$ cat src/ring_queue_with_window_mean_unit_defines.svh
// Assertion macros shared by the ring queue design.
`ifndef RING_QUEUE_WITH_WINDOW_MEAN_UNIT_DEFINES_SVH
`define RING_QUEUE_WITH_WINDOW_MEAN_UNIT_DEFINES_SVH

// Same-cycle implication, checked at every rising edge outside reset.
`define RQWM_ASSERT_NOW(label, ante, cons, msg) \
  label: assert property (@(posedge clk) disable iff (rst) (ante) |-> (cons)) else $error(msg);

// Next-cycle implication, checked at every rising edge outside reset.
`define RQWM_ASSERT_NEXT(label, ante, cons, msg) \
  label: assert property (@(posedge clk) disable iff (rst) (ante) |=> (cons)) else $error(msg);

`endif

$ cat src/rqwm_pkg.sv
`timescale 1ns / 1ps

package rqwm_pkg;

  localparam int SLOTS_DEF   = 6;
  localparam int ID_BITS_DEF = 12;
  localparam int ID_W        = 12;
  localparam int HEIGHT_W    = 8;
  localparam int OCC_W       = 3;

  localparam logic REQ_INSERT = 1'b0;
  localparam logic REQ_REMOVE = 1'b1;

  typedef struct packed {
    logic                req_type;
    logic [ID_W-1:0]     player_id;
    logic [HEIGHT_W-1:0] height;
  } req_t;

  typedef struct packed {
    logic [HEIGHT_W-1:0] mean_height;
    logic [ID_W-1:0]     removed_id;
    logic [HEIGHT_W-1:0] removed_height;
    logic                empty_error;
    logic [OCC_W-1:0]    occupancy;
  } result_t;

endpackage

$ cat src/ring_queue_with_window_mean_unit.sv
// An insert passes the read, divide and round states before its result; a remove gives it from the read state.
// Transactions do not overlap: start is taken only while idle, and busy is high until done.
// The insert time is set by the bit-serial divider, one quotient bit per cycle, plus rounding.
// The result strobe done lasts one cycle; the receiver cannot stall.
// A synchronous reset empties the queue; the entry memory itself is not cleared.
`timescale 1ns / 1ps
`include "ring_queue_with_window_mean_unit_defines.svh"

module ring_queue_with_window_mean_unit #(
  parameter int SLOTS   = rqwm_pkg::SLOTS_DEF,
  parameter int ID_BITS = rqwm_pkg::ID_BITS_DEF
) (
  input  logic              clk,
  input  logic              rst,
  input  logic              start,
  input  rqwm_pkg::req_t    req,
  output logic              busy,
  output logic              done,
  output rqwm_pkg::result_t result
);
  import rqwm_pkg::*;

  localparam int IDXW  = $clog2(SLOTS);
  localparam int SUMW  = HEIGHT_W + IDXW;
  localparam int ENTW  = ID_BITS + HEIGHT_W;
  localparam int STEPW = $clog2(HEIGHT_W);

  typedef enum logic [3:0] {
    S_IDLE  = 4'b0001,
    S_READ  = 4'b0010,
    S_DIV   = 4'b0100,
    S_ROUND = 4'b1000
  } state_t;

  state_t              state;
  logic [IDXW-1:0]     head;
  logic [IDXW-1:0]     tail;
  logic [IDXW-1:0]     count;
  logic [SUMW-1:0]     sum;
  req_t                req_q;
  logic [ENTW-1:0]     mem [SLOTS];
  logic [ENTW-1:0]     rd_data;
  logic [SUMW-1:0]     rem;
  logic [SUMW-1:0]     dsr;
  logic [HEIGHT_W-1:0] quo;
  logic [STEPW-1:0]    step;
  logic [IDXW-1:0]     div_n;

  logic [ID_BITS-1:0]  rd_id;
  logic [HEIGHT_W-1:0] rd_h;
  logic                full;
  logic                we;
  logic [SUMW-1:0]     sum_ins;
  logic [IDXW-1:0]     n_ins;
  logic [IDXW:0]       twice_r;
  logic                round_up;
  logic [IDXW-1:0]     occ_calc;

  function automatic logic [IDXW-1:0] adv(input logic [IDXW-1:0] i);
    adv = (i == IDXW'(SLOTS - 1)) ? '0 : i + 1'b1;
  endfunction

  assign busy    = (state != S_IDLE);
  assign rd_id   = rd_data[ENTW-1:HEIGHT_W];
  assign rd_h    = rd_data[HEIGHT_W-1:0];
  assign full    = (count == IDXW'(SLOTS - 1));
  assign we      = (state == S_READ) && (req_q.req_type == REQ_INSERT);
  assign sum_ins = sum + SUMW'(req_q.height) - (full ? SUMW'(rd_h) : '0);
  assign n_ins   = full ? count : count + 1'b1;
  assign twice_r = {rem[IDXW-1:0], 1'b0};
  assign round_up = (twice_r > {1'b0, div_n}) || ((twice_r == {1'b0, div_n}) && quo[0]);

  always_ff @(posedge clk) begin
    if (we) begin
      mem[tail] <= {ID_BITS'(req_q.player_id), req_q.height};
    end
    if (state == S_IDLE) begin
      rd_data <= mem[head];
    end
  end

  always_ff @(posedge clk) begin
    if (rst) begin
      state <= S_IDLE;
      head  <= '0;
      tail  <= '0;
      count <= '0;
      sum   <= '0;
      done  <= 1'b0;
    end else begin
      done <= 1'b0;
      unique case (state)
        S_IDLE: begin
          if (start) begin
            req_q <= req;
            state <= S_READ;
          end
        end
        S_READ: begin
          if (req_q.req_type == REQ_INSERT) begin
            tail  <= adv(tail);
            if (full) begin
              head <= adv(head);
            end
            count <= n_ins;
            sum   <= sum_ins;
            div_n <= n_ins;
            rem   <= sum_ins;
            dsr   <= SUMW'(n_ins) << (HEIGHT_W - 1);
            quo   <= '0;
            step  <= STEPW'(HEIGHT_W - 1);
            state <= S_DIV;
          end else if (count == '0) begin
            result.mean_height    <= '0;
            result.removed_id     <= '0;
            result.removed_height <= '0;
            result.empty_error    <= 1'b1;
            result.occupancy      <= '0;
            done  <= 1'b1;
            state <= S_IDLE;
          end else begin
            head  <= adv(head);
            count <= count - 1'b1;
            sum   <= sum - SUMW'(rd_h);
            result.mean_height    <= '0;
            result.removed_id     <= ID_W'(rd_id);
            result.removed_height <= rd_h;
            result.empty_error    <= 1'b0;
            result.occupancy      <= OCC_W'(count - 1'b1);
            done  <= 1'b1;
            state <= S_IDLE;
          end
        end
        S_DIV: begin
          if (rem >= dsr) begin
            rem <= rem - dsr;
            quo <= {quo[HEIGHT_W-2:0], 1'b1};
          end else begin
            quo <= {quo[HEIGHT_W-2:0], 1'b0};
          end
          dsr <= dsr >> 1;
          if (step == '0) begin
            state <= S_ROUND;
          end else begin
            step <= step - 1'b1;
          end
        end
        S_ROUND: begin
          result.mean_height    <= quo + HEIGHT_W'(round_up);
          result.removed_id     <= '0;
          result.removed_height <= '0;
          result.empty_error    <= 1'b0;
          result.occupancy      <= OCC_W'(count);
          done  <= 1'b1;
          state <= S_IDLE;
        end
        default: begin
          state <= S_IDLE;
        end
      endcase
    end
  end

  assign occ_calc = (tail >= head) ? tail - head : tail + IDXW'(SLOTS) - head;

  `RQWM_ASSERT_NOW(a_count_range, 1'b1, count <= IDXW'(SLOTS - 1), "entry count above capacity")
  `RQWM_ASSERT_NOW(a_ptr_count, 1'b1, occ_calc == count, "head, tail and count disagree")
  `RQWM_ASSERT_NEXT(a_single_strobe, done, !done, "result strobe held for two cycles")
  `RQWM_ASSERT_NOW(a_empty_result, done && result.empty_error,
                   result.occupancy == '0 && result.mean_height == '0,
                   "empty remove reported data")

endmodule

$ cat config.mk
export PLATFORM = sky130hd
export DESIGN_NAME = ring_queue_with_window_mean_unit
export DESIGN_NICKNAME = d
export VERILOG_FILES = /design/src/rqwm_pkg.sv /design/src/ring_queue_with_window_mean_unit.sv
export VERILOG_INCLUDE_DIRS = /design/src /design/src/src
export SDC_FILE = /design/constraint.sdc
export NUM_CORES = 1
export LEC_CHECK = 0
export ABC_AREA = 1
export CAP_MARGIN = 5
export CELL_PAD_IN_SITES_DETAIL_PLACEMENT = 2
export CELL_PAD_IN_SITES_GLOBAL_PLACEMENT = 2
export CORE_UTILIZATION = 43
export DETAILED_ROUTE_END_ITERATION = 16
export DONT_BUFFER_PORTS = 1
export PLACE_DENSITY_LB_ADDON = 0.1
export SYNTH_ARGS = -nofsm -noshare
export SYNTH_HDL_FRONTEND = slang
export SYNTH_SLANG_ARGS = --single-unit
$ cat constraint.sdc
create_clock -name clk -period 4.2 [get_ports clk]
set_input_delay 0 -clock clk [delete_from_list [all_inputs] [get_ports clk]]
set_output_delay 0 -clock clk [all_outputs]
set_load 0.01 [all_outputs]
Word level (Yosys, flattened, before mapping). Memories as Yosys holds them, arrays and structs flattened. A register that Yosys moved wholly into a read port is not among the register bits. Cells that the tools add are included.

Add/subtract/negate cells: 10. Order comparisons: 2. Equality and inequality tests: 16. Mux-type cells: 33. Bitwise gates (word level): 2. Reduce and logical (&&, ||, !) cells: 18.

Operators with widths (number): $pmux 32 s2 (1); $mux 11 (5); $pmux 11 s2 (2); $mux 3 (11); $mux 32 (1); $mux 24 (1); $sub 11x8->11 (2); $mux 8 (2); $pmux 8 s2 (1); $reduce_and 3->1 (5); $ne 2x2->1 const B (7); $pmux 4 s3 (1); $add 11x8->11 (1); $ge 11x11->1 (1); $sub 11x11->11 (1); $add 3x1->3 const B (3); $eq 3x3->1 const B (3); $add 8x1->8 (1); $mux 4 (2); $reduce_and 4->1 (2); $logic_not 3->1 (2); $pmux 3 s2 (1); $reduce_and 2->1 (3); $reduce_bool 2->1 (3); 13 further kinds (19).

Bits in registers: 114. Bits in writable memories: 120. Input bits: 24. Output and inout bits: 34. Word-level logic and storage cells: 101. Memories kept: 1.

Memory list: mem (words 6, bits a word 20, rd ports 1, clocked after Yosys merged registers in 1, write ports 1, line ring_queue_with_window_mean_unit.sv:41) `logic [ENTW-1:0] mem [SLOTS];`.

Logic depth before layout (Yosys ltp).
Depth in word-level cells: 5. Gate-level depth with buffers: 18. Mapped depth without buffers: 17.

Worst setup path after synthesis. OpenSTA, ideal clock, no wires.

Path kind: register -> register. Start: register state[2]. End: register req_q[0] in the netlist's numbering (enable). Setup time: 399 ps. Arrival time: 3362 ps. Required time: 3801 ps. Slack: 440 ps. Cell stages (with the launch flop): 6. Buffers on the path: 0. Period minus slack after synthesis: 3760 ps. Cells stage by stage: dfxtp_1 inv_2 nand2_1 nor3_1 inv_1 nor2_1.

Word-level cells in the longest chain between the ends: 2.

Ends and longest elaborated chain: start: declaration (line ring_queue_with_window_mean_unit.sv:35) `state_t state;`; start signal: assignment (line ring_queue_with_window_mean_unit.sv:84) `state <= S_IDLE;`; start signal: assignment (line ring_queue_with_window_mean_unit.sv:96) `state <= S_READ;`; start signal: assignment (line ring_queue_with_window_mean_unit.sv:112) `state <= S_DIV;`; $eq 4x1->1 (line ring_queue_with_window_mean_unit.sv:92) `unique case (state)`; $reduce_and 3->1 (no source line); end signal: assignment (line ring_queue_with_window_mean_unit.sv:95) `req_q <= req;`; end: declaration (line ring_queue_with_window_mean_unit.sv:40) `req_t req_q;`.

Every way passes these cells. A chain may end at the register's enable or synchronous reset.

Worst setup path after layout.
Start: register count[1]. End: register rem[6], data pin.

Word-level cells in the longest chain between the ends: 5.

Ends and longest elaborated chain: start: declaration (line ring_queue_with_window_mean_unit.sv:38) `logic [IDXW-1:0] count;`; start signal: assignment (line ring_queue_with_window_mean_unit.sv:105) `count <= n_ins;`; start signal: assignment (line ring_queue_with_window_mean_unit.sv:123) `count <= count - 1'b1;`; $eq 3x3->1 (line ring_queue_with_window_mean_unit.sv:66) `assign full = (count == IDXW'(SLOTS - 1));`; $mux 8 (line ring_queue_with_window_mean_unit.sv:68) `assign sum_ins = sum + SUMW'(req_q.height) - (full ? SUMW'(rd_h) : '0);`; $sub 11x8->11 (line ring_queue_with_window_mean_unit.sv:68); $mux 11 (line ring_queue_with_window_mean_unit.sv:100) `if (req_q.req_type == REQ_INSERT) begin`; $pmux 11 s2 (line ring_queue_with_window_mean_unit.sv:92); end signal: assignment (line ring_queue_with_window_mean_unit.sv:108) `rem <= sum_ins;`; end signal: assignment (line ring_queue_with_window_mean_unit.sv:136) `rem <= rem - dsr;`; end: declaration (line ring_queue_with_window_mean_unit.sv:43) `logic [SUMW-1:0] rem;`.

Every way passes these cells. The select of a mux whose other input is x is not followed.

==> flow_summary.ini <==
[timing]
period_share = 0.803
maxSlewHeadroom = 0.207
hold_viol_final = 0
fmax_mhz = 296
setup_viol = 0
rsz0062_at_grt = no
clock_skew_ns = 0.0210
maxSlewViolCount = 0
min_period_ns = 3.37
tns_ns = 0
tightestPinTransition_ns = 1.19

[drt]
first_pass_iters = 4
wire_per_inst_um = 24.0
drt-initial-drc-count = 502
ant_nets = 0
vias = 8170
vias_per_cell = 5.52
drc = 0
wirelength_mm = 35.5

[worst_setup_path]
crit_family = simple AND/OR/NAND/NOR gates
reg2reg_depth = 14
crit_buf_inv = 2
worstPathArrival_ns = 3.65
r2r-end = rem[6]
path_max_fanout = 14
crit_path_top_delay_cell = fa_1
end_kind = register
crit_top_cell = nand2_1
crit_type = register to register
reg2reg_slack_ns = 0.83
cp.required_ns = 4.48
critPathLaunchType = register
r2r_start = count[1]
crit_chain = inv_1 -> ha_1 -> nand2_1 -> nor2_1 -> fa_1 -> inv_1 -> fa_1 -> nand2_1 -> nand3_1 -> nand3_2 -> nand2_1 -> or2_1 -> nand3_1 -> o21ai_0
crit_path_max_incr_delay_ns = 0.50

[min_path]
hold_class = primary input to register
hold_path_end = req_q[3]
hp-start = req[3]
hold_depth = 1

[global_routing]
grt_usage = 0.259
antenna_found_initial = 1
grt_first_pass_wirelength_mm = 54.4
gr-total-overflow = 0
grt_pass1_vias = 9117
grt_max_degree = 40

[power]
leakage_nw = 5.16
irDropWorstVdd_v = 0.000365
p_per_area_mw_per_mm2 = 422

[flow_run]
drv_cap = 0

[logic_synthesis]
synth_area_mm2 = 0.0117
synth.top_cell.area_share = 0.584
ys.warnings.count = 0
yosys_register_bits = 253
ys_top_cells_by_area = edfxtp_1 (58%), nand2_1 (5.5%), nor2_1 (4.4%), ha_1 (4.4%), dfxtp_1 (4.3%)
synth_cells = 1081
synth_cell_type_count = 48
syn-mean-instance-area_um2 = 10.9
ys_async_sr_fraction = 0
synth_nets = 1156
synth_top_area_cell = edfxtp_1
synth_ff_type = edfxtp_1
synth_edf_count = 228
yosysSeqAreaShare = 0.626

[outcome]
status = completed

[clock_tree]
h-tree-depth = 1
clockBufferDepth = 3
cts_tree = yes
clk_pin_slew_ns = 0.06
cts_resized = 0
clock_sinks = 253
cts_buffers = 29
insertion_delay_ns = 0.55
ctsRootBufferMaster = clkbuf_16

[die]
rows = 60
dieArea_mm2 = 0.0279
num_io_pins = 58
die_y_um = 167
initial_core_util = 0.436
core_area_mm2 = 0.0269
fp.dieW_um = 167

[placement]
place_hpwl_mm = 22.9
gp_congestion = 0.787
io_buffers = 0

[final_layout]
utilization = 0.495
layout-drive-gt1-share = 0.0851
fin_nets = 1195
multi_input_area_mm2 = 0.00375
syn2layout_area_growth_pct = 13.4
diodes = 0
seq_area_mm2 = 0.00735
fillers = 2705
==> report_power, final <==
| group | total [W] | internal, W | switching, W | leakage, nW |
|---|---|---|---|---|
| Sequential | 0.00283 | 0.00279 | 0.0000413 | 2.29 |
| Combinational | 0.000378 | 0.000119 | 0.000259 | 2.44 |
| Clock | 0.00241 | 0.00138 | 0.00103 | 0.430 |
| Total | 0.00562 | 0.00429 | 0.00133 | 5.16 |
==> flip-flops by register name (all words and copies together), names as in the netlist <==
register and flops:
head 3, done 1, state 4, tail 3, result 32, req_q 21, dsr 10, rem 11
count 3, quo 8, mem 120, div_n 3, step 3, rd_data 20, sum 11
==> what timing repair did <==
item,4_1_cts,5_1_grt
setup buffers,0,0
hold buffers,23,0
hold endpoints to repair,102,0
==> worst reg2reg max path, cell delays in order, from the launching register on <==
cell and delay, ns:
dfxtp_1 0.36, inv_1 0.10, ha_1 0.21, nand2_1 0.46, nor2_1 0.13, fa_1 0.50, inv_1 0.07, fa_1 0.49
nand2_1 0.09, nand3_1 0.12, nand3_2 0.09, nand2_1 0.06, or2_1 0.25, nand3_1 0.09, o21ai_0 0.09
==> synth_stat cells (2+ instances only) <==
cell	n
nand2_1	172
o21ai_0	70
nor3_2	3
a21oi_1	44
o22ai_1	20
ha_1	41
o211ai_1	2
a31oi_1	3
inv_4	2
edfxtp_1	228
nor2_2	2
nand3_2	3
inv_1	130
dfxtp_1	25
nor3_1	9
nand4_1	9
a211oi_1	7
buf_1	3
nand3_1	50
clkbuf_1	17
mux2i_1	20
nor2_1	138
buf_4	3
fa_1	10
or2_2	4
xnor2_1	4
buf_2	10
o21ai_1	17
inv_2	7
xor2_1	10
==> metrics by stage <==
stage	total power [W]	instances	hold slack, ns	setup WS [ns]	instance area [um2]
after floorplan	0.00310	1081	0.0989	0.440	11700
after global placement	0.00321	1407	0.0776	0.992	12200
after detailed placement	0.00323	1407	0.0810	0.862	12200
after CTS	0.00563	1481	0.0674	0.822	13300
after global routing	0.00578	1481	0.0717	0.586	13300
final	0.00562	1481	0.0940	0.826	13300
==> final cells by class <==
type | instances | share of cell area
clock inverters | 17 | 0.0101
clock buffers | 34 | 0.0559
repair buffers | 42 | 0.0280
multi-input cells | 655 | 0.282
flip-flops and latches | 253 | 0.552
inverters | 139 | 0.0396
well taps | 341 | 0.0321
==> logic make-up (layout without fill, tap and decap cells) <==
kind of cell	Yosys count	count (layout)	synth area share
simple gates	399	399	0.146
compound gates	171	171	0.0812
mux	20	20	0.0171
xor+xnor	14	14	0.0105
buf+inv	173	232	0.0585
fa+ha+maj	51	51	0.0608
flops	253	253	0.626
==> worst max-delay path by stage <==
stage	start	endpoint	depth (start not counted)	slack, ns
after floorplan	state[2]	req_q[0]	5	0.44
after global routing	count[1]	rem[6]	14	0.59
after CTS	count[1]	rem[6]	14	0.82
after detailed placement	count[1]	rem[6]	14	0.86
final	count[1]	rem[6]	14	0.83
after global placement	count[1]	rem[6]	14	0.99
==> cell usage in the layout, fill, tap and decap left out, types with 4 or more instances in the layout <==
master / synthesis / final
xor2_1: 10 / 10
or2_2: 4 / 4
clkinv_2: 0 / 5
xnor2_1: 4 / 4
clkbuf_1: 17 / 5
nand3_1: 50 / 50
o21ai_1: 17 / 17
clkinv_1: 0 / 9
a21oi_1: 44 / 42
nor3_2: 3 / 5
fa_1: 10 / 10
nor3_1: 9 / 5
edfxtp_1: 228 / 228
nand4_1: 9 / 9
dlygate4sd3_1: 0 / 23
inv_1: 130 / 129
clkbuf_16: 0 / 29
nand2_1: 172 / 172
o22ai_1: 20 / 20
o21ai_0: 70 / 70
buf_4: 3 / 19
dfxtp_1: 25 / 24
mux2i_1: 20 / 20
inv_2: 7 / 7
ha_1: 41 / 41
a211oi_1: 7 / 7
nor2_1: 138 / 137
==> metal layers <==
metal | share of wire | GRT usage
met2 | 0.50 | 0.460
met5 | 0 | 0
met1 | 0.44 | 0.337
met3 | 0.030 | 0.0274
met4 | 0.024 | 0.0710
Note: power is estimated with default switching activity, not from simulation.
